$ cat src/hdl/char_lcd_cursor_writer_macros.svh
// Assertion macros for the checks in the top-level file of this block.
`ifndef CHAR_LCD_CURSOR_WRITER_MACROS_SVH
`define CHAR_LCD_CURSOR_WRITER_MACROS_SVH

// Same-cycle implication, disabled while reset is asserted.
`define CLCW_ASSERT_IMPL(label, clk, rst_n, ante, cons, msg) \
  label: assert property (@(posedge clk) disable iff (!rst_n) (ante) |-> (cons)) \
    else $error(msg);

// Next-cycle implication, disabled while reset is asserted.
`define CLCW_ASSERT_NEXT(label, clk, rst_n, ante, cons, msg) \
  label: assert property (@(posedge clk) disable iff (!rst_n) (ante) |=> (cons)) \
    else $error(msg);

`endif

$ cat src/hdl/clcw_pkg.sv
`timescale 1ns / 1ps

package clcw_pkg;

  localparam int unsigned UpcW = 5;

  localparam logic [7:0] SecondLineAddr = 8'd64;
  localparam logic [7:0] DropLimit      = 8'h80;
  localparam logic [7:0] SetAddrCmd     = 8'h80;
  localparam logic [7:0] ClearCmd       = 8'h01;
  localparam logic [7:0] NewlineCode    = 8'h0A;
  localparam logic [7:0] SpaceCode      = 8'h20;
  localparam logic [7:0] DigitZero      = 8'd48;
  localparam logic [5:0] MaxWidth       = 6'd40;
  localparam logic [5:0] ResetWidth     = 6'd16;
  localparam logic [2:0] LastPos        = 3'd4;

  typedef enum logic [2:0] {
    OP_PUTC   = 3'd0,
    OP_TOGGLE = 3'd1,
    OP_LSTART = 3'd2,
    OP_BLANK  = 3'd3,
    OP_CLEAR  = 3'd4,
    OP_NUMBER = 3'd5
  } opcode_e;

  typedef enum logic [1:0] {
    J_DISPATCH,
    J_NEXT,
    J_GOTO,
    J_BRANCH
  } jump_e;

  typedef enum logic [2:0] {
    T_DROP,
    T_NEWLINE,
    T_SPACES_DONE,
    T_LT_DIV,
    T_LAST_POS,
    T_SKIP
  } test_e;

  typedef enum logic [2:0] {
    SRC_SETADDR,
    SRC_CLEAR,
    SRC_CHAR,
    SRC_SPACE,
    SRC_DIGIT
  } src_e;

  typedef enum logic [1:0] {
    A_SECOND,
    A_ZERO,
    A_TOGGLE,
    A_BASE
  } addr_e;

  typedef enum logic [1:0] {
    DP_NONE,
    DP_DEC_CNT,
    DP_SUB_DIV,
    DP_NEXT_POS
  } dp_e;

  typedef struct packed {
    logic            emit;
    src_e            src;
    addr_e           addr;
    logic            long_wait;
    logic            last;
    dp_e             dp;
    test_e           test;
    jump_e           jump;
    logic [UpcW-1:0] target;
  } ucode_t;

  typedef struct packed {
    logic   go;
    logic   load;
    ucode_t uw;
  } ctrl_t;

  typedef struct packed {
    logic slot_free;
    logic drop;
    logic newline;
    logic spaces_done;
    logic lt_div;
    logic last_pos;
    logic skip;
  } status_t;

  localparam logic [UpcW-1:0] UPC_IDLE        = 5'd0;
  localparam logic [UpcW-1:0] UPC_PUTC        = 5'd1;
  localparam logic [UpcW-1:0] UPC_PUTC_NL     = 5'd2;
  localparam logic [UpcW-1:0] UPC_PUTC_DATA   = 5'd3;
  localparam logic [UpcW-1:0] UPC_PUTC_SECOND = 5'd4;
  localparam logic [UpcW-1:0] UPC_TOGGLE      = 5'd5;
  localparam logic [UpcW-1:0] UPC_LSTART      = 5'd6;
  localparam logic [UpcW-1:0] UPC_BLANK       = 5'd7;
  localparam logic [UpcW-1:0] UPC_BLANK_TEST  = 5'd8;
  localparam logic [UpcW-1:0] UPC_BLANK_SPACE = 5'd9;
  localparam logic [UpcW-1:0] UPC_BLANK_END   = 5'd10;
  localparam logic [UpcW-1:0] UPC_CLEAR       = 5'd11;
  localparam logic [UpcW-1:0] UPC_CLEAR_HOME  = 5'd12;
  localparam logic [UpcW-1:0] UPC_NUM         = 5'd13;
  localparam logic [UpcW-1:0] UPC_NUM_SUB     = 5'd14;
  localparam logic [UpcW-1:0] UPC_NUM_POS     = 5'd15;
  localparam logic [UpcW-1:0] UPC_NUM_SKIPT   = 5'd16;
  localparam logic [UpcW-1:0] UPC_NUM_DIGIT   = 5'd17;
  localparam logic [UpcW-1:0] UPC_NUM_SKIP    = 5'd18;
  localparam logic [UpcW-1:0] UPC_NUM_LAST    = 5'd19;

  localparam ucode_t UcodeIdle = '{
    emit: 1'b0, src: SRC_SETADDR, addr: A_ZERO, long_wait: 1'b0, last: 1'b0,
    dp: DP_NONE, test: T_DROP, jump: J_GOTO, target: UPC_IDLE
  };

  function automatic ucode_t clcw_ucode(input logic [UpcW-1:0] upc);
    ucode_t w;
    w = UcodeIdle;
    unique case (upc)
      UPC_IDLE: begin
        w.jump = J_DISPATCH;
      end
      UPC_PUTC: begin
        w.test = T_DROP;
        w.jump = J_BRANCH;
        w.target = UPC_IDLE;
      end
      UPC_PUTC_NL: begin
        w.test = T_NEWLINE;
        w.jump = J_BRANCH;
        w.target = UPC_PUTC_SECOND;
      end
      UPC_PUTC_DATA: begin
        w.emit = 1'b1;
        w.src = SRC_CHAR;
        w.last = 1'b1;
      end
      UPC_PUTC_SECOND: begin
        w.emit = 1'b1;
        w.addr = A_SECOND;
        w.last = 1'b1;
      end
      UPC_TOGGLE: begin
        w.emit = 1'b1;
        w.addr = A_TOGGLE;
        w.last = 1'b1;
      end
      UPC_LSTART: begin
        w.emit = 1'b1;
        w.addr = A_BASE;
        w.last = 1'b1;
      end
      UPC_BLANK: begin
        w.emit = 1'b1;
        w.addr = A_BASE;
        w.jump = J_NEXT;
      end
      UPC_BLANK_TEST: begin
        w.test = T_SPACES_DONE;
        w.jump = J_BRANCH;
        w.target = UPC_BLANK_END;
      end
      UPC_BLANK_SPACE: begin
        w.emit = 1'b1;
        w.src = SRC_SPACE;
        w.dp = DP_DEC_CNT;
        w.target = UPC_BLANK_TEST;
      end
      UPC_BLANK_END: begin
        w.emit = 1'b1;
        w.addr = A_BASE;
        w.last = 1'b1;
      end
      UPC_CLEAR: begin
        w.emit = 1'b1;
        w.src = SRC_CLEAR;
        w.long_wait = 1'b1;
        w.jump = J_NEXT;
      end
      UPC_CLEAR_HOME: begin
        w.emit = 1'b1;
        w.addr = A_ZERO;
        w.last = 1'b1;
      end
      UPC_NUM: begin
        w.test = T_LT_DIV;
        w.jump = J_BRANCH;
        w.target = UPC_NUM_POS;
      end
      UPC_NUM_SUB: begin
        w.dp = DP_SUB_DIV;
        w.target = UPC_NUM;
      end
      UPC_NUM_POS: begin
        w.test = T_LAST_POS;
        w.jump = J_BRANCH;
        w.target = UPC_NUM_LAST;
      end
      UPC_NUM_SKIPT: begin
        w.test = T_SKIP;
        w.jump = J_BRANCH;
        w.target = UPC_NUM_SKIP;
      end
      UPC_NUM_DIGIT: begin
        w.emit = 1'b1;
        w.src = SRC_DIGIT;
        w.dp = DP_NEXT_POS;
        w.target = UPC_NUM;
      end
      UPC_NUM_SKIP: begin
        w.dp = DP_NEXT_POS;
        w.target = UPC_NUM;
      end
      UPC_NUM_LAST: begin
        w.emit = 1'b1;
        w.src = SRC_DIGIT;
        w.last = 1'b1;
      end
      default: begin
        w = UcodeIdle;
      end
    endcase
    return w;
  endfunction

  function automatic logic [UpcW-1:0] clcw_dispatch(input logic [2:0] op);
    logic [UpcW-1:0] upc;
    unique case (op)
      OP_PUTC:   upc = UPC_PUTC;
      OP_TOGGLE: upc = UPC_TOGGLE;
      OP_LSTART: upc = UPC_LSTART;
      OP_BLANK:  upc = UPC_BLANK;
      OP_CLEAR:  upc = UPC_CLEAR;
      OP_NUMBER: upc = UPC_NUM;
      default:   upc = UPC_IDLE;
    endcase
    return upc;
  endfunction

  function automatic logic [13:0] clcw_divisor(input logic [2:0] pos);
    logic [13:0] d;
    unique case (pos)
      3'd0:    d = 14'd10000;
      3'd1:    d = 14'd1000;
      3'd2:    d = 14'd100;
      3'd3:    d = 14'd10;
      default: d = 14'd1;
    endcase
    return d;
  endfunction

endpackage

$ cat src/hdl/clcw_sequencer.sv
`timescale 1ns / 1ps

module clcw_sequencer import clcw_pkg::*; (
  input  logic       clk_i,
  input  logic       rst_ni,
  input  logic       in_valid_i,
  input  logic [2:0] opcode_i,
  input  status_t    status_i,
  output logic       in_ready_o,
  output ctrl_t      ctrl_o
);

  logic [UpcW-1:0] upc_q, upc_d;
  ucode_t          uw;
  logic            test;
  logic            stall;
  logic            accept;

  assign uw         = clcw_ucode(upc_q);
  assign in_ready_o = (upc_q == UPC_IDLE);
  assign accept     = in_valid_i && in_ready_o;
  assign stall      = uw.emit && !status_i.slot_free;

  always_comb begin
    unique case (uw.test)
      T_DROP:        test = status_i.drop;
      T_NEWLINE:     test = status_i.newline;
      T_SPACES_DONE: test = status_i.spaces_done;
      T_LT_DIV:      test = status_i.lt_div;
      T_LAST_POS:    test = status_i.last_pos;
      T_SKIP:        test = status_i.skip;
      default:       test = 1'b0;
    endcase
  end

  always_comb begin
    upc_d = upc_q;
    if (!stall) begin
      unique case (uw.jump)
        J_DISPATCH: upc_d = accept ? clcw_dispatch(opcode_i) : upc_q;
        J_NEXT:     upc_d = upc_q + 5'd1;
        J_GOTO:     upc_d = uw.target;
        J_BRANCH:   upc_d = test ? uw.target : upc_q + 5'd1;
        default:    upc_d = UPC_IDLE;
      endcase
    end
  end

  always_ff @(posedge clk_i or negedge rst_ni) begin
    if (!rst_ni) begin
      upc_q <= UPC_IDLE;
    end else begin
      upc_q <= upc_d;
    end
  end

  assign ctrl_o.go   = !stall;
  assign ctrl_o.load = accept;
  assign ctrl_o.uw   = uw;

endmodule

$ cat src/hdl/clcw_datapath.sv
`timescale 1ns / 1ps

module clcw_datapath import clcw_pkg::*; (
  input  logic        clk_i,
  input  logic        rst_ni,
  input  ctrl_t       ctrl_i,
  input  logic [7:0]  char_code_i,
  input  logic [15:0] number_value_i,
  input  logic        cfg_we_i,
  input  logic [5:0]  cfg_wdata_i,
  input  logic        out_ready_i,
  output status_t     status_o,
  output logic        out_valid_o,
  output logic        is_data_o,
  output logic [7:0]  bus_byte_o,
  output logic        long_wait_o,
  output logic        last_write_o
);

  logic [5:0]  line_width_q;
  logic [7:0]  cursor_q, cursor_d;
  logic [7:0]  char_q;
  logic [15:0] num_q;
  logic [5:0]  cnt_q;
  logic [2:0]  pos_q;
  logic [3:0]  digit_q;
  logic        started_q;
  logic        out_valid_q;
  logic        is_data_q, long_wait_q, last_q;
  logic [7:0]  byte_q;

  logic [13:0] divisor;
  logic        on_second;
  logic [7:0]  new_addr;
  logic [7:0]  emit_byte;
  logic        emit_data;
  logic        fire;

  assign divisor   = clcw_divisor(pos_q);
  assign on_second = (cursor_q >= SecondLineAddr);
  assign fire      = ctrl_i.go && ctrl_i.uw.emit;

  always_comb begin
    unique case (ctrl_i.uw.addr)
      A_SECOND: new_addr = SecondLineAddr;
      A_ZERO:   new_addr = 8'd0;
      A_TOGGLE: new_addr = on_second ? 8'd0 : SecondLineAddr;
      A_BASE:   new_addr = on_second ? SecondLineAddr : 8'd0;
      default:  new_addr = 8'd0;
    endcase
  end

  always_comb begin
    emit_data = 1'b1;
    cursor_d  = cursor_q + 8'd1;
    unique case (ctrl_i.uw.src)
      SRC_SETADDR: begin
        emit_byte = SetAddrCmd | new_addr;
        emit_data = 1'b0;
        cursor_d  = new_addr;
      end
      SRC_CLEAR: begin
        emit_byte = ClearCmd;
        emit_data = 1'b0;
        cursor_d  = cursor_q;
      end
      SRC_CHAR:  emit_byte = char_q;
      SRC_SPACE: emit_byte = SpaceCode;
      SRC_DIGIT: emit_byte = DigitZero + {4'd0, digit_q};
      default: begin
        emit_byte = 8'd0;
        emit_data = 1'b0;
        cursor_d  = cursor_q;
      end
    endcase
  end

  always_ff @(posedge clk_i or negedge rst_ni) begin
    if (!rst_ni) begin
      line_width_q <= ResetWidth;
      cursor_q     <= 8'd0;
      out_valid_q  <= 1'b0;
    end else begin
      if (cfg_we_i) begin
        line_width_q <= (cfg_wdata_i > MaxWidth) ? MaxWidth : cfg_wdata_i;
      end
      if (fire) begin
        cursor_q    <= cursor_d;
        out_valid_q <= 1'b1;
      end else if (out_ready_i) begin
        out_valid_q <= 1'b0;
      end
    end
  end

  always_ff @(posedge clk_i) begin
    if (fire) begin
      is_data_q   <= emit_data;
      byte_q      <= emit_byte;
      long_wait_q <= ctrl_i.uw.long_wait;
      last_q      <= ctrl_i.uw.last;
    end
    if (ctrl_i.load) begin
      char_q    <= char_code_i;
      num_q     <= number_value_i;
      cnt_q     <= line_width_q;
      pos_q     <= 3'd0;
      digit_q   <= 4'd0;
      started_q <= 1'b0;
    end else if (ctrl_i.go) begin
      unique case (ctrl_i.uw.dp)
        DP_NONE: begin
        end
        DP_DEC_CNT: begin
          cnt_q <= cnt_q - 6'd1;
        end
        DP_SUB_DIV: begin
          num_q   <= num_q - {2'b00, divisor};
          digit_q <= digit_q + 4'd1;
        end
        DP_NEXT_POS: begin
          started_q <= started_q || (digit_q != 4'd0);
          digit_q   <= 4'd0;
          pos_q     <= pos_q + 3'd1;
        end
        default: begin
        end
      endcase
    end
  end

  assign status_o.slot_free   = !out_valid_q || out_ready_i;
  assign status_o.drop        = (cursor_q > DropLimit);
  assign status_o.newline     = (char_q == NewlineCode);
  assign status_o.spaces_done = (cnt_q == 6'd0) || (cursor_q > DropLimit);
  assign status_o.lt_div      = (num_q < {2'b00, divisor});
  assign status_o.last_pos    = (pos_q == LastPos);
  assign status_o.skip        = (digit_q == 4'd0) && !started_q;

  assign out_valid_o  = out_valid_q;
  assign is_data_o    = is_data_q;
  assign bus_byte_o   = byte_q;
  assign long_wait_o  = long_wait_q;
  assign last_write_o = last_q;

endmodule

$ cat src/hdl/char_lcd_cursor_writer.sv
// A beat appears in the cycle after the microcode step that makes it.
// One item at a time; how long each item takes is set by the microcode step counter and the
// repeated-subtraction digit loop, plus output stalls.
// Reset: rst_ni clears the step counter, the cursor address, the output valid and sets
// the line width to 16.
`timescale 1ns / 1ps
`include "char_lcd_cursor_writer_macros.svh"

module char_lcd_cursor_writer import clcw_pkg::*; (
  input  logic        clk_i,
  input  logic        rst_ni,
  input  logic        in_valid_i,
  output logic        in_ready_o,
  input  logic [2:0]  opcode_i,
  input  logic [7:0]  char_code_i,
  input  logic [15:0] number_value_i,
  output logic        out_valid_o,
  input  logic        out_ready_i,
  output logic        is_data_o,
  output logic [7:0]  bus_byte_o,
  output logic        long_wait_o,
  output logic        last_write_o,
  input  logic        cfg_we_i,
  input  logic [5:0]  cfg_wdata_i
);

  ctrl_t   ctrl;
  status_t status;

  clcw_sequencer u_seq (
    .clk_i      (clk_i),
    .rst_ni     (rst_ni),
    .in_valid_i (in_valid_i),
    .opcode_i   (opcode_i),
    .status_i   (status),
    .in_ready_o (in_ready_o),
    .ctrl_o     (ctrl)
  );

  clcw_datapath u_dp (
    .clk_i          (clk_i),
    .rst_ni         (rst_ni),
    .ctrl_i         (ctrl),
    .char_code_i    (char_code_i),
    .number_value_i (number_value_i),
    .cfg_we_i       (cfg_we_i),
    .cfg_wdata_i    (cfg_wdata_i),
    .out_ready_i    (out_ready_i),
    .status_o       (status),
    .out_valid_o    (out_valid_o),
    .is_data_o      (is_data_o),
    .bus_byte_o     (bus_byte_o),
    .long_wait_o    (long_wait_o),
    .last_write_o   (last_write_o)
  );

  `CLCW_ASSERT_NEXT(a_busy_after_accept, clk_i, rst_ni, in_valid_i && in_ready_o && clcw_dispatch(opcode_i) != UPC_IDLE, !in_ready_o, "Block stayed ready after accepting a valid opcode.")
  `CLCW_ASSERT_IMPL(a_long_wait_clear, clk_i, rst_ni, out_valid_o && long_wait_o, !is_data_o && bus_byte_o == ClearCmd, "Long wait on a beat that is not the clear command.")
  `CLCW_ASSERT_IMPL(a_cmd_form, clk_i, rst_ni, out_valid_o && !is_data_o && !long_wait_o, bus_byte_o[7], "Command beat is not a set-address command.")

endmodule

$ cat config.mk
export PLATFORM = sky130hd
export DESIGN_NAME = char_lcd_cursor_writer
export DESIGN_NICKNAME = d
export VERILOG_FILES = /design/src/hdl/clcw_pkg.sv /design/src/hdl/clcw_sequencer.sv /design/src/hdl/clcw_datapath.sv /design/src/hdl/char_lcd_cursor_writer.sv
export VERILOG_INCLUDE_DIRS = /design/src /design/src/hdl
export SDC_FILE = /design/constraint.sdc
export NUM_CORES = 1
export LEC_CHECK = 0
export ABC_AREA = 1
export BUFFER_PORTS_ARGS = -buffer_cell sky130_fd_sc_hd__buf_2
export CAP_MARGIN = 25
export CORE_MARGIN = 2
export CORE_UTILIZATION = 47
export CTS_BUF_LIST = sky130_fd_sc_hd__clkbuf_4 sky130_fd_sc_hd__clkbuf_8
export CTS_CLUSTER_DIAMETER = 50
export CTS_CLUSTER_SIZE = 30
export DETAILED_ROUTE_END_ITERATION = 8
export PLACE_DENSITY = 0.76
export SETUP_SLACK_MARGIN = 0.5
export SYNTH_ARGS = -nofsm -noshare
export SYNTH_HDL_FRONTEND = slang
export SYNTH_SLANG_ARGS = --single-unit
$ cat constraint.sdc
create_clock -name clk_i -period 5 [get_ports clk_i]
set_input_delay 1 -clock clk_i [delete_from_list [all_inputs] [get_ports clk_i]]
set_output_delay 1 -clock clk_i [all_outputs]
set_load 0.05 [all_outputs]
==> metrics.log, run 1 <==
INFO  metric status = finished, final reports clean
INFO  metric report.final.slew_viol_count = 0
INFO  metric share_comb_of_total_power = 0.567
INFO  metric vias_in_the_first_global_route = ~3,800
INFO  metric finalWorstSetupSlack = 1.989 ns
INFO  metric synth-async-reset-ratio = 0.2899
INFO  metric dieArea = 10,500 um^2
INFO  metric mappedNetlistNets = 655
INFO  metric die-height = ~100 um
INFO  metric netlist-cell-type-count = 47
INFO  metric grt_max_degree = 28
INFO  metric number_of_enable_type_register_cells_in_the_synthesized_netlist = 41
INFO  metric crit-reg2reg-capture = u_dp.num_q[15]
INFO  metric critPathSlowestCell = sky130_fd_sc_hd__inv_1
INFO  metric ant_nets = 0
INFO  metric syn_area = between 4000 and 5000 um^2
INFO  metric place_worst_setup_slack = 2.013 ns
INFO  metric power-per-cell-area = 682.2 nW/um^2
INFO  metric drc_errors = 0
INFO  metric cts.sinks = 69
INFO  metric via_per_inst = 5.169
INFO  metric hpwl = 7.770 mm
INFO  metric power_leakage = 2.404 nW
INFO  metric clock_power_share = 0.143
INFO  metric reg2reg_from = u_seq.upc_q[0]
INFO  metric cts.root.buffer_cell = sky130_fd_sc_hd__clkbuf_8
INFO  metric final-setup-viol-count = 0
INFO  metric clkTransAtPathRegs = approximately 0.08 ns
INFO  metric net_switching_component_of_the_power = 1.680 mW
INFO  metric finish.net_count = approximately 710
INFO  metric synth_ff_type = sky130_fd_sc_hd__edfxtp_1
INFO  metric power.share.switching = 0.4776
INFO  metric worst-endpoint-arrival = 2.99 ns
INFO  metric worst-setup-path-type = reg -> reg
INFO  metric p_seq_frac = 0.290
INFO  metric synthesized_area_divided_by_synthesized_cell_count = 7.750 um^2
INFO  metric top_level_ports = just over 50
INFO  metric timing.critical_path.from = u_seq.upc_q[0]
INFO  metric finalSetupTns = 0 ns
INFO  metric crit_path_end = u_dp.num_q[15]
INFO  metric stdcell_area = between 5000 and 6000 um^2
INFO  metric timing.critical_path.buf_inv = 2
INFO  metric gp_congestion = 0.9243
INFO  metric clkLatencyLatePin = ~0.35 ns
INFO  metric placed_area = approximately 4900 um^2
INFO  metric cell_internal_pwr = between 1.5 and 2 mW
INFO  metric final_layout_size_suffix_gt1_frac = 0.1515
INFO  metric path_delay_family = simple AND/OR/NAND/NOR gates
INFO  metric ff_latch_area = ~1900 um^2
INFO  metric hold_ws = 0.4867 ns
INFO  metric worst_pin_slew = 0.9309 ns
INFO  metric route.final.wire_length = 10.07 mm
INFO  metric drtPass1Iterations = 5
INFO  metric core_area = 9328 um^2
INFO  metric number_of_setup_buffers_added_after_cts = 0
INFO  metric critical_path_depth = 12
INFO  metric antenna_cells = 0
INFO  metric worst_slew_margin_rel = 0.3728
INFO  metric layout.filler_cells = 862
INFO  metric ctsResizeCount = 0
INFO  metric wire_length_of_the_first_global_routing_pass = about 17 mm
INFO  metric critPathCaptureType = flop
INFO  metric path_cells = ha_1 > inv_1 > nor2_1 > nand2_1 > nand2_1 > nor2_1 > nand4_2 > nand2_2 > nand2_1 > nor2_1 > nor2_1 > inv_1
INFO  metric total_power = 3.517 mW
INFO  metric clock_tree.htree_level_count = 3
INFO  metric grt_use_total = 0.2053
INFO  metric instance_count_of_the_mapped_netlist = approximately 590
INFO  metric grt_setup_unrepaired = false
INFO  metric synthesis_to_finish_area_growth = 13.12%
INFO  metric critical_path.most_common_cell = sky130_fd_sc_hd__nor2_1
INFO  metric max_clock_freq = 332.2 MHz
INFO  metric cp.required = roughly 5 ns
INFO  metric post-route-period-util = 0.6021
INFO  metric rows = 35
INFO  metric cp_max_fo = 16
INFO  metric antenna_violations_before_repair = 0
INFO  metric logic_depth_of_the_worst_register_to_register_path = 12
INFO  metric critical-path-max-stage-delay = 0.53 ns
INFO  metric grt.overflow.total = 0
INFO  metric drt-initial-drc-count = about 230
INFO  metric setup.reg_to_reg.worst_slack = 1.99 ns
INFO  metric cts_tree = done
INFO  metric vias = around 4,000
INFO  metric die_width = between 100 and 150 um
INFO  metric start_util = 0.4885
INFO  metric worstSetupStartpointType = flop
INFO  metric cts_buffers = 9
INFO  metric period_needed = 3.011 ns
INFO  metric ys.warnings.count = 0
INFO  metric fin_worst_skew = 0.01470 ns
INFO  metric clk_path_buf_depth = 2
INFO  metric drt-wirelength-per-cell = about 13 um
INFO  metric total_of_flip_flops_plus_latches_after_synthesis = 69
INFO  metric power.ir.vdd_worst = 0.2542 mV
INFO  metric maxCapViolations = 0
INFO  metric holdBufCountCts = 0
INFO  metric holdCritPathClass = reg -> reg
INFO  metric multi_input_gate_area_in_the_final_layout = 2302 um^2
INFO  metric finalHoldViolations = 0
INFO  metric seq_area_frac_synth = 0.4154
INFO  metric buffer_ports.inserted = 50
==> layout make-up <==
cell class	count	area share
sequential	69	0.3672
tap	129	0.03131
multi-input combinational	424	0.4466
inverter	87	0.06335
timing repair buffer	51	0.05000
clock inverter	7	0.01748
clock buffer	9	0.02403
==> power groups by stage <==
stage	registers (mW)	logic (mW)	clock network, mW
6_report	1.02	1.99	0.503
5_1_grt	1.05	2.24	0.533
4_1_cts	1.02	1.99	0.511
3_5_place_dp	1.03	1.97	0
3_3_place_gp	1.03	1.94	0
2_1_floorplan	1.17	1.41	0
==> worst min path at each step <==
stage,startpoint,to,slack (ns),cells past startpoint
finish,u_dp.line_width_q[1],u_dp.line_width_q[1],0.49,2
global route,u_dp.started_q,u_dp.started_q,0.51,2
CTS,u_dp.line_width_q[1],u_dp.line_width_q[1],0.49,2
detailed placement,u_dp.line_width_q[1],u_dp.line_width_q[1],0.47,2
global placement,u_dp.line_width_q[2],u_dp.line_width_q[2],0.47,2
floorplan,u_dp.line_width_q[0],u_dp.line_width_q[0],0.45,2
==> Yosys cell counts, types with 2 or more instances <==
master	number	area share
sky130_fd_sc_hd__a21oi_1	18	0.020
sky130_fd_sc_hd__a31oi_1	5	0.0069
sky130_fd_sc_hd__clkbuf_1	6	0.0049
sky130_fd_sc_hd__dfrtp_1	19	0.10
sky130_fd_sc_hd__dfxtp_1	8	0.035
sky130_fd_sc_hd__edfxtp_1	41	0.27
sky130_fd_sc_hd__ha_1	28	0.077
sky130_fd_sc_hd__inv_1	78	0.064
sky130_fd_sc_hd__inv_2	8	0.0066
sky130_fd_sc_hd__nand2_1	144	0.12
sky130_fd_sc_hd__nand2_2	4	0.0055
sky130_fd_sc_hd__nand2_4	2	0.0049
sky130_fd_sc_hd__nand3_1	36	0.040
sky130_fd_sc_hd__nand4_1	10	0.014
sky130_fd_sc_hd__nor2_1	61	0.050
sky130_fd_sc_hd__nor2_2	4	0.0055
sky130_fd_sc_hd__nor2_4	2	0.0049
sky130_fd_sc_hd__nor3_1	13	0.014
sky130_fd_sc_hd__nor3b_1	5	0.0082
sky130_fd_sc_hd__o211ai_1	2	0.0033
sky130_fd_sc_hd__o21ai_0	48	0.053
sky130_fd_sc_hd__o21bai_1	2	0.0033
sky130_fd_sc_hd__o22a_1	2	0.0038
sky130_fd_sc_hd__o22ai_1	2	0.0027
sky130_fd_sc_hd__or2_2	5	0.0069
sky130_fd_sc_hd__xnor2_1	7	0.013
sky130_fd_sc_hd__xor2_1	8	0.015
==> logic make-up (layout without fill, tap and decap cells) <==
kind of cell,count (synthesis),in the layout,synth area share
buf+inv,95,154,0.07935
simple gates,291,291,0.2831
fa+ha+maj,29,29,0.08128
compound gates,89,89,0.1120
flops,69,69,0.4154
xor+xnor,15,15,0.02883
==> worst reg2reg max path, stage by stage (launching register included) <==
cell                      delay [ns]
sky130_fd_sc_hd__dfrtp_1        0.46
sky130_fd_sc_hd__ha_1           0.26
sky130_fd_sc_hd__inv_1          0.12
sky130_fd_sc_hd__nor2_1         0.08
sky130_fd_sc_hd__nand2_1        0.23
sky130_fd_sc_hd__nand2_1        0.08
sky130_fd_sc_hd__nor2_1         0.15
sky130_fd_sc_hd__nand4_2        0.16
sky130_fd_sc_hd__nand2_2        0.14
sky130_fd_sc_hd__nand2_1        0.15
sky130_fd_sc_hd__nor2_1         0.21
sky130_fd_sc_hd__nor2_1         0.06
sky130_fd_sc_hd__inv_1          0.53
==> placed cells by master, fill, tap and decap left out, types with 2 or more instances in the layout <==
| master | Yosys | final |
|---|---|---|
| sky130_fd_sc_hd__a21oi_1 | 18 | 18 |
| sky130_fd_sc_hd__a31oi_1 | 5 | 5 |
| sky130_fd_sc_hd__buf_2 | 1 | 50 |
| sky130_fd_sc_hd__bufinv_16 | 0 | 2 |
| sky130_fd_sc_hd__clkbuf_8 | 0 | 9 |
| sky130_fd_sc_hd__clkinv_2 | 0 | 3 |
| sky130_fd_sc_hd__clkinvlp_4 | 0 | 2 |
| sky130_fd_sc_hd__dfrtp_1 | 19 | 19 |
| sky130_fd_sc_hd__dfxtp_1 | 8 | 8 |
| sky130_fd_sc_hd__edfxtp_1 | 41 | 41 |
| sky130_fd_sc_hd__ha_1 | 28 | 28 |
| sky130_fd_sc_hd__inv_1 | 78 | 78 |
| sky130_fd_sc_hd__inv_2 | 8 | 8 |
| sky130_fd_sc_hd__nand2_1 | 144 | 144 |
| sky130_fd_sc_hd__nand2_2 | 4 | 4 |
| sky130_fd_sc_hd__nand2_4 | 2 | 2 |
| sky130_fd_sc_hd__nand3_1 | 36 | 36 |
| sky130_fd_sc_hd__nand4_1 | 10 | 10 |
| sky130_fd_sc_hd__nor2_1 | 61 | 61 |
| sky130_fd_sc_hd__nor2_2 | 4 | 4 |
| sky130_fd_sc_hd__nor2_4 | 2 | 2 |
| sky130_fd_sc_hd__nor3_1 | 13 | 13 |
| sky130_fd_sc_hd__nor3b_1 | 5 | 5 |
| sky130_fd_sc_hd__o211ai_1 | 2 | 2 |
| sky130_fd_sc_hd__o21ai_0 | 48 | 48 |
| sky130_fd_sc_hd__o21bai_1 | 2 | 2 |
| sky130_fd_sc_hd__o22a_1 | 2 | 2 |
| sky130_fd_sc_hd__o22ai_1 | 2 | 2 |
| sky130_fd_sc_hd__or2_2 | 5 | 5 |
| sky130_fd_sc_hd__xnor2_1 | 7 | 7 |
| sky130_fd_sc_hd__xor2_1 | 8 | 8 |
==> flip-flops by register name (all words and copies together) (netlist names) <==
| register | cells |
|---|---|
| u_dp.bus_byte_o | 8 |
| u_dp.char_q | 8 |
| u_dp.cnt_q | 6 |
| u_dp.cursor_q | 8 |
| u_dp.digit_q | 4 |
| u_dp.is_data_o | 1 |
| u_dp.last_write_o | 1 |
| u_dp.line_width_q | 6 |
| u_dp.long_wait_o | 1 |
| u_dp.num_q | 16 |
| u_dp.out_valid_o | 1 |
| u_dp.pos_q | 3 |
| u_dp.started_q | 1 |
| u_seq.upc_q | 5 |
==> per-stage QoR <==
stage                     utilization  cells
after floorplan                     -    588
after detailed placement       0.5297    760
after global placement         0.5297    760
final                          0.5526    776
after CTS                      0.5526    776
after global routing           0.5526    776
==> routing by layer <==
metal	GRT usage	vias to the layer above	wire [um]
li1	-	2045	-
met1	0.2714	1826	4601
met2	0.3273	122	4631
met3	0.03625	18	643
met4	0.09744	0	193
met5	0	-	0
No activity file was read; power rests on OpenSTA's default activity.
==> run 2, diff against run 1 <==
- ABC_AREA: 1 -> 0
- clock period: 5 -> 2.84 ns (I/O delays scaled with it)
==> run 2 against run 1 <==
  * The run now ends with negative setup slack left
  * Global-route usage increased by 2.8 points
  * Non-clock buffer count increased by 65
  * Combinational power increased by 57%
  * Critical path type unchanged
  * Critical endpoint is now u_seq.upc_q[4]
==> metrics.log, run 2 <==
INFO  metric status = finished, violations left
INFO  metric violations = negative setup slack
INFO  metric cts.root.buffer_cell = sky130_fd_sc_hd__clkbuf_8
INFO  metric max_clock_freq = 331.3 MHz (-0.27%)
INFO  metric antenna_violations_before_repair = 0 (unchanged)
INFO  metric core_area = 9284 um^2 (-0.47%)
INFO  metric layout.cells.most_common = sky130_fd_sc_hd__buf_4
INFO  metric instance_count_of_the_mapped_netlist = 488 (-17%)
INFO  metric worstSetupStartpointType = flop
INFO  metric worst-setup-path-type = reg -> reg
INFO  metric report.final.slew_viol_count = 0 (unchanged)
INFO  metric mappedNetlistNets = 555 (-15%)
INFO  metric cp.required = 3.09 ns (-1.89 ns)
INFO  metric synth_ff_type = sky130_fd_sc_hd__edfxtp_1
INFO  metric post-route-period-util = 1.063 (+0.4608)
INFO  metric holdBufCountCts = 0 (unchanged)
INFO  metric power.ir.vdd_worst = 0.7299 mV (+190%)
INFO  metric finish.net_count = 665 (-6.2%)
INFO  metric number_of_enable_type_register_cells_in_the_synthesized_netlist = 41 (unchanged)
INFO  metric cp_max_fo = 4 (-12)
INFO  metric via_per_inst = 5.556 (+7.5%)
INFO  metric synth.top_cells.by_count = 50 x sky130_fd_sc_hd__nand2_1, 48 x sky130_fd_sc_hd__o21ai_0, 45 x sky130_fd_sc_hd__nor2_1
INFO  metric cts.sinks = 69 (unchanged)
INFO  metric wire_length_of_the_first_global_routing_pass = 18.84 mm (+13%)
INFO  metric clkLatencyLatePin = 0.36 ns (about the same)
INFO  metric netlist-cell-type-count = 64 (+36%)
INFO  metric reg2reg_from = u_dp.pos_q[1]
INFO  metric synthesis_to_finish_area_growth = 30.54%
INFO  metric layout_common_cells = 55 x sky130_fd_sc_hd__buf_4, 49 x sky130_fd_sc_hd__buf_2, 47 x sky130_fd_sc_hd__nand2_1, 42 x sky130_fd_sc_hd__nor2_1, 41 x sky130_fd_sc_hd__edfxtp_1
INFO  metric total_power = 5.558 mW (+58%)
INFO  metric antenna_cells = 0 (unchanged)
INFO  metric vias = 4,067 (+1.4%)
INFO  metric ys.warnings.count = 0 (unchanged)
INFO  metric critPathCaptureType = flop
INFO  metric grt.overflow.total = 0 (unchanged)
INFO  metric cts_buffers = 9 (unchanged)
INFO  metric setup.reg_to_reg.worst_slack = -0.18 ns (-2.17 ns)
INFO  metric layout.filler_cells = 785 (-8.9%)
INFO  metric seq_area_frac_synth = 0.4189 (+0.003450)
INFO  metric dieArea = 10,420 um^2 (-0.79%)
INFO  metric route.final.wire_length = 11.71 mm (+16%)
INFO  metric hpwl = 8.331 mm (+7.2%)
INFO  metric syn_area = 4519 um^2 (-0.82%)
INFO  metric drc_errors = 0 (unchanged)
INFO  metric holdCritPathClass = in -> async
INFO  metric drt-wirelength-per-cell = 16.00 um (+23%)
INFO  metric grt_setup_unrepaired = true
INFO  metric total_of_flip_flops_plus_latches_after_synthesis = 69 (unchanged)
INFO  metric largest-register = u_dp.num_q
INFO  metric ff_latch_area = 1904 um^2 (+0.59%)
INFO  metric finalWorstSetupSlack = -0.1788 ns (-2.168 ns)
INFO  metric clk_path_buf_depth = 2 (unchanged)
INFO  metric largest_register_ff_count = 16 (unchanged)
INFO  metric clock_tree.htree_level_count = 3 (unchanged)
INFO  metric drtPass1Iterations = 5 (unchanged)
INFO  metric grt_use_total = 0.2334 (+0.02820)
INFO  metric clkTransAtPathRegs = 0.07 ns (about the same)
INFO  metric buffer_ports.inserted = 50 (unchanged)
INFO  metric die-height = 102.1 um (-0.40%)
INFO  metric hold_ws = 0.1610 ns (-0.3257 ns)
INFO  metric worst_pin_slew = 0.5515 ns (-0.3794 ns)
INFO  metric vias_in_the_first_global_route = 3,998 (+4.4%)
INFO  metric logic_depth_of_the_worst_register_to_register_path = 11 (-1)
INFO  metric synth-async-reset-ratio = 0.2899 (unchanged)
INFO  metric yosysTopAreaCell = sky130_fd_sc_hd__edfxtp_1
INFO  metric synthDominantCellAreaShare = 0.2724 (+0.002244)
INFO  metric grt_max_degree = 36 (+29%)
INFO  metric worst-endpoint-arrival = 3.26 ns (+0.27 ns)
INFO  metric final_util = 0.6354 (+0.08280)
INFO  metric finalHoldViolations = 0 (unchanged)
INFO  metric maxCapViolations = 0 (unchanged)
INFO  metric power_leakage = 2.502 nW (+4.1%)
INFO  metric die_width = 102.1 um (-0.40%)
INFO  metric period_needed = 3.019 ns (+0.008168 ns)
INFO  metric post-synth-top-count-cell = sky130_fd_sc_hd__nand2_1
INFO  metric finalSetupTns = -0.4209 ns (-0.4209 ns)
INFO  metric worst_slew_margin_rel = 0.6302 (+0.2573)
INFO  metric drt-initial-drc-count = 212 (-9.4%)
INFO  metric synthesized_area_divided_by_synthesized_cell_count = 9.261 um^2 (+19%)
INFO  metric crit-reg2reg-capture = u_seq.upc_q[4]
INFO  metric cts_tree = done
INFO  metric netlist_top_cells_area = sky130_fd_sc_hd__edfxtp_1 27%, sky130_fd_sc_hd__dfrtp_1 11%, sky130_fd_sc_hd__ha_1 7.8%
INFO  metric final-setup-viol-count = 4 (+4)
INFO  metric start_util = 0.4868 (-0.001739)
INFO  metric multi_input_gate_area_in_the_final_layout = 2723 um^2 (+18%)
INFO  metric top_level_ports = 51 (unchanged)
INFO  metric power-per-cell-area = 942.1 nW/um^2 (+38%)
INFO  metric ant_nets = 0 (unchanged)
INFO  metric gp_congestion = 0.9564 (+3.5%)
INFO  metric final_layout_size_suffix_gt1_frac = 0.3350 (+0.1835)
INFO  metric fin_worst_skew = 0.01139 ns (-0.003308 ns)
INFO  metric rows = 35 (unchanged)
run 2: changes by cell type after synthesis, sizes merged, moves of 11 or more:
cell	delta
nand2	-100
inv	-62
nand3	-29
nor2	-22
a21oi	+14
nor2b	+11
run 2: cells by family (layout without fill, tap and decap cells):
logic type / Yosys count / in the layout / share of synthesized area
flops: 69 / 69 / 0.4189
buf+inv: 43 / 157 / 0.03710
fa+ha+maj: 29 / 29 / 0.08195
compound gates: 146 / 146 / 0.2118
xor+xnor: 21 / 21 / 0.04070
mux: 9 / 9 / 0.02159
simple gates: 171 / 172 / 0.1880
run 2: worst max path at each step:
stage	from	to	slack, ns	depth (start not counted)
6_report	u_dp.pos_q[1]	u_seq.upc_q[4]	-0.18	11
5_1_grt	u_dp.num_q[0]	u_seq.upc_q[4]	-0.29	11
4_1_cts	u_dp.pos_q[1]	u_seq.upc_q[4]	-0.18	11
3_5_place_dp	u_dp.pos_q[0]	u_seq.upc_q[4]	-0.22	11
3_3_place_gp	u_dp.pos_q[1]	u_seq.upc_q[4]	-0.17	11
2_1_floorplan	u_dp.pos_q[1]	u_seq.upc_q[4]	-0.30	11
run 2: routing by layer:
layer  vias up  wire [um]  track usage
met5         -          0            0
met4         0        214      0.08410
met3        17        619      0.05540
met2       136       5655       0.3907
met1      1909       5219       0.2960
li1       2005          -            -
run 2: worst max-delay path: stages, from the launching register on:
cell	delay (ns)
sky130_fd_sc_hd__dfxtp_4	0.38
sky130_fd_sc_hd__ha_4	0.14
sky130_fd_sc_hd__ha_4	0.14
sky130_fd_sc_hd__nand2_4	0.05
sky130_fd_sc_hd__fa_2	0.35
sky130_fd_sc_hd__a211oi_2	0.22
sky130_fd_sc_hd__nor2_1	0.08
sky130_fd_sc_hd__a221o_1	0.34
sky130_fd_sc_hd__a31o_1	0.26
sky130_fd_sc_hd__o41ai_4	0.33
sky130_fd_sc_hd__mux2_4	0.33
sky130_fd_sc_hd__a221o_1	0.29
run 2: cell type report:
cell class	instances	area share
clock inverter	5	0.008484
inverter	25	0.01612
multi-input combinational	377	0.4615
tap	129	0.02736
timing repair buffer	116	0.1391
sequential	69	0.3228
clock buffer	11	0.02460
run 2: power by group:
group          switching [mW]  total, mW  leakage, nW  internal [mW]
registers               0.172       1.63        0.702           1.46
clock network           0.371      0.804        0.106          0.433
logic                    1.81       3.12         1.69           1.32
total                    2.35       5.56         2.50           3.21
run 2: timing repair:
action / in CTS / in global routing
resized for setup: 36 / 35
hold endpoints to repair: 0 / 0
gates cloned: 2 / 1
endpoints found under the setup margin: 64 / 67
setup buffers: 5 / 7
pin swaps: 15 / 12
run 2: through the flow:
| step | cells | area [um^2] | setup WS, ns |
|---|---|---|---|
| 6_report | 732 | 5899 | -0.1788 |
| 4_1_cts | 724 | 5695 | -0.1814 |
| 5_1_grt | 732 | 5899 | -0.2883 |
| 3_3_place_gp | 701 | 5371 | -0.1728 |
| 2_1_floorplan | 488 | 4652 | -0.2979 |
| 3_5_place_dp | 701 | 5371 | -0.2195 |
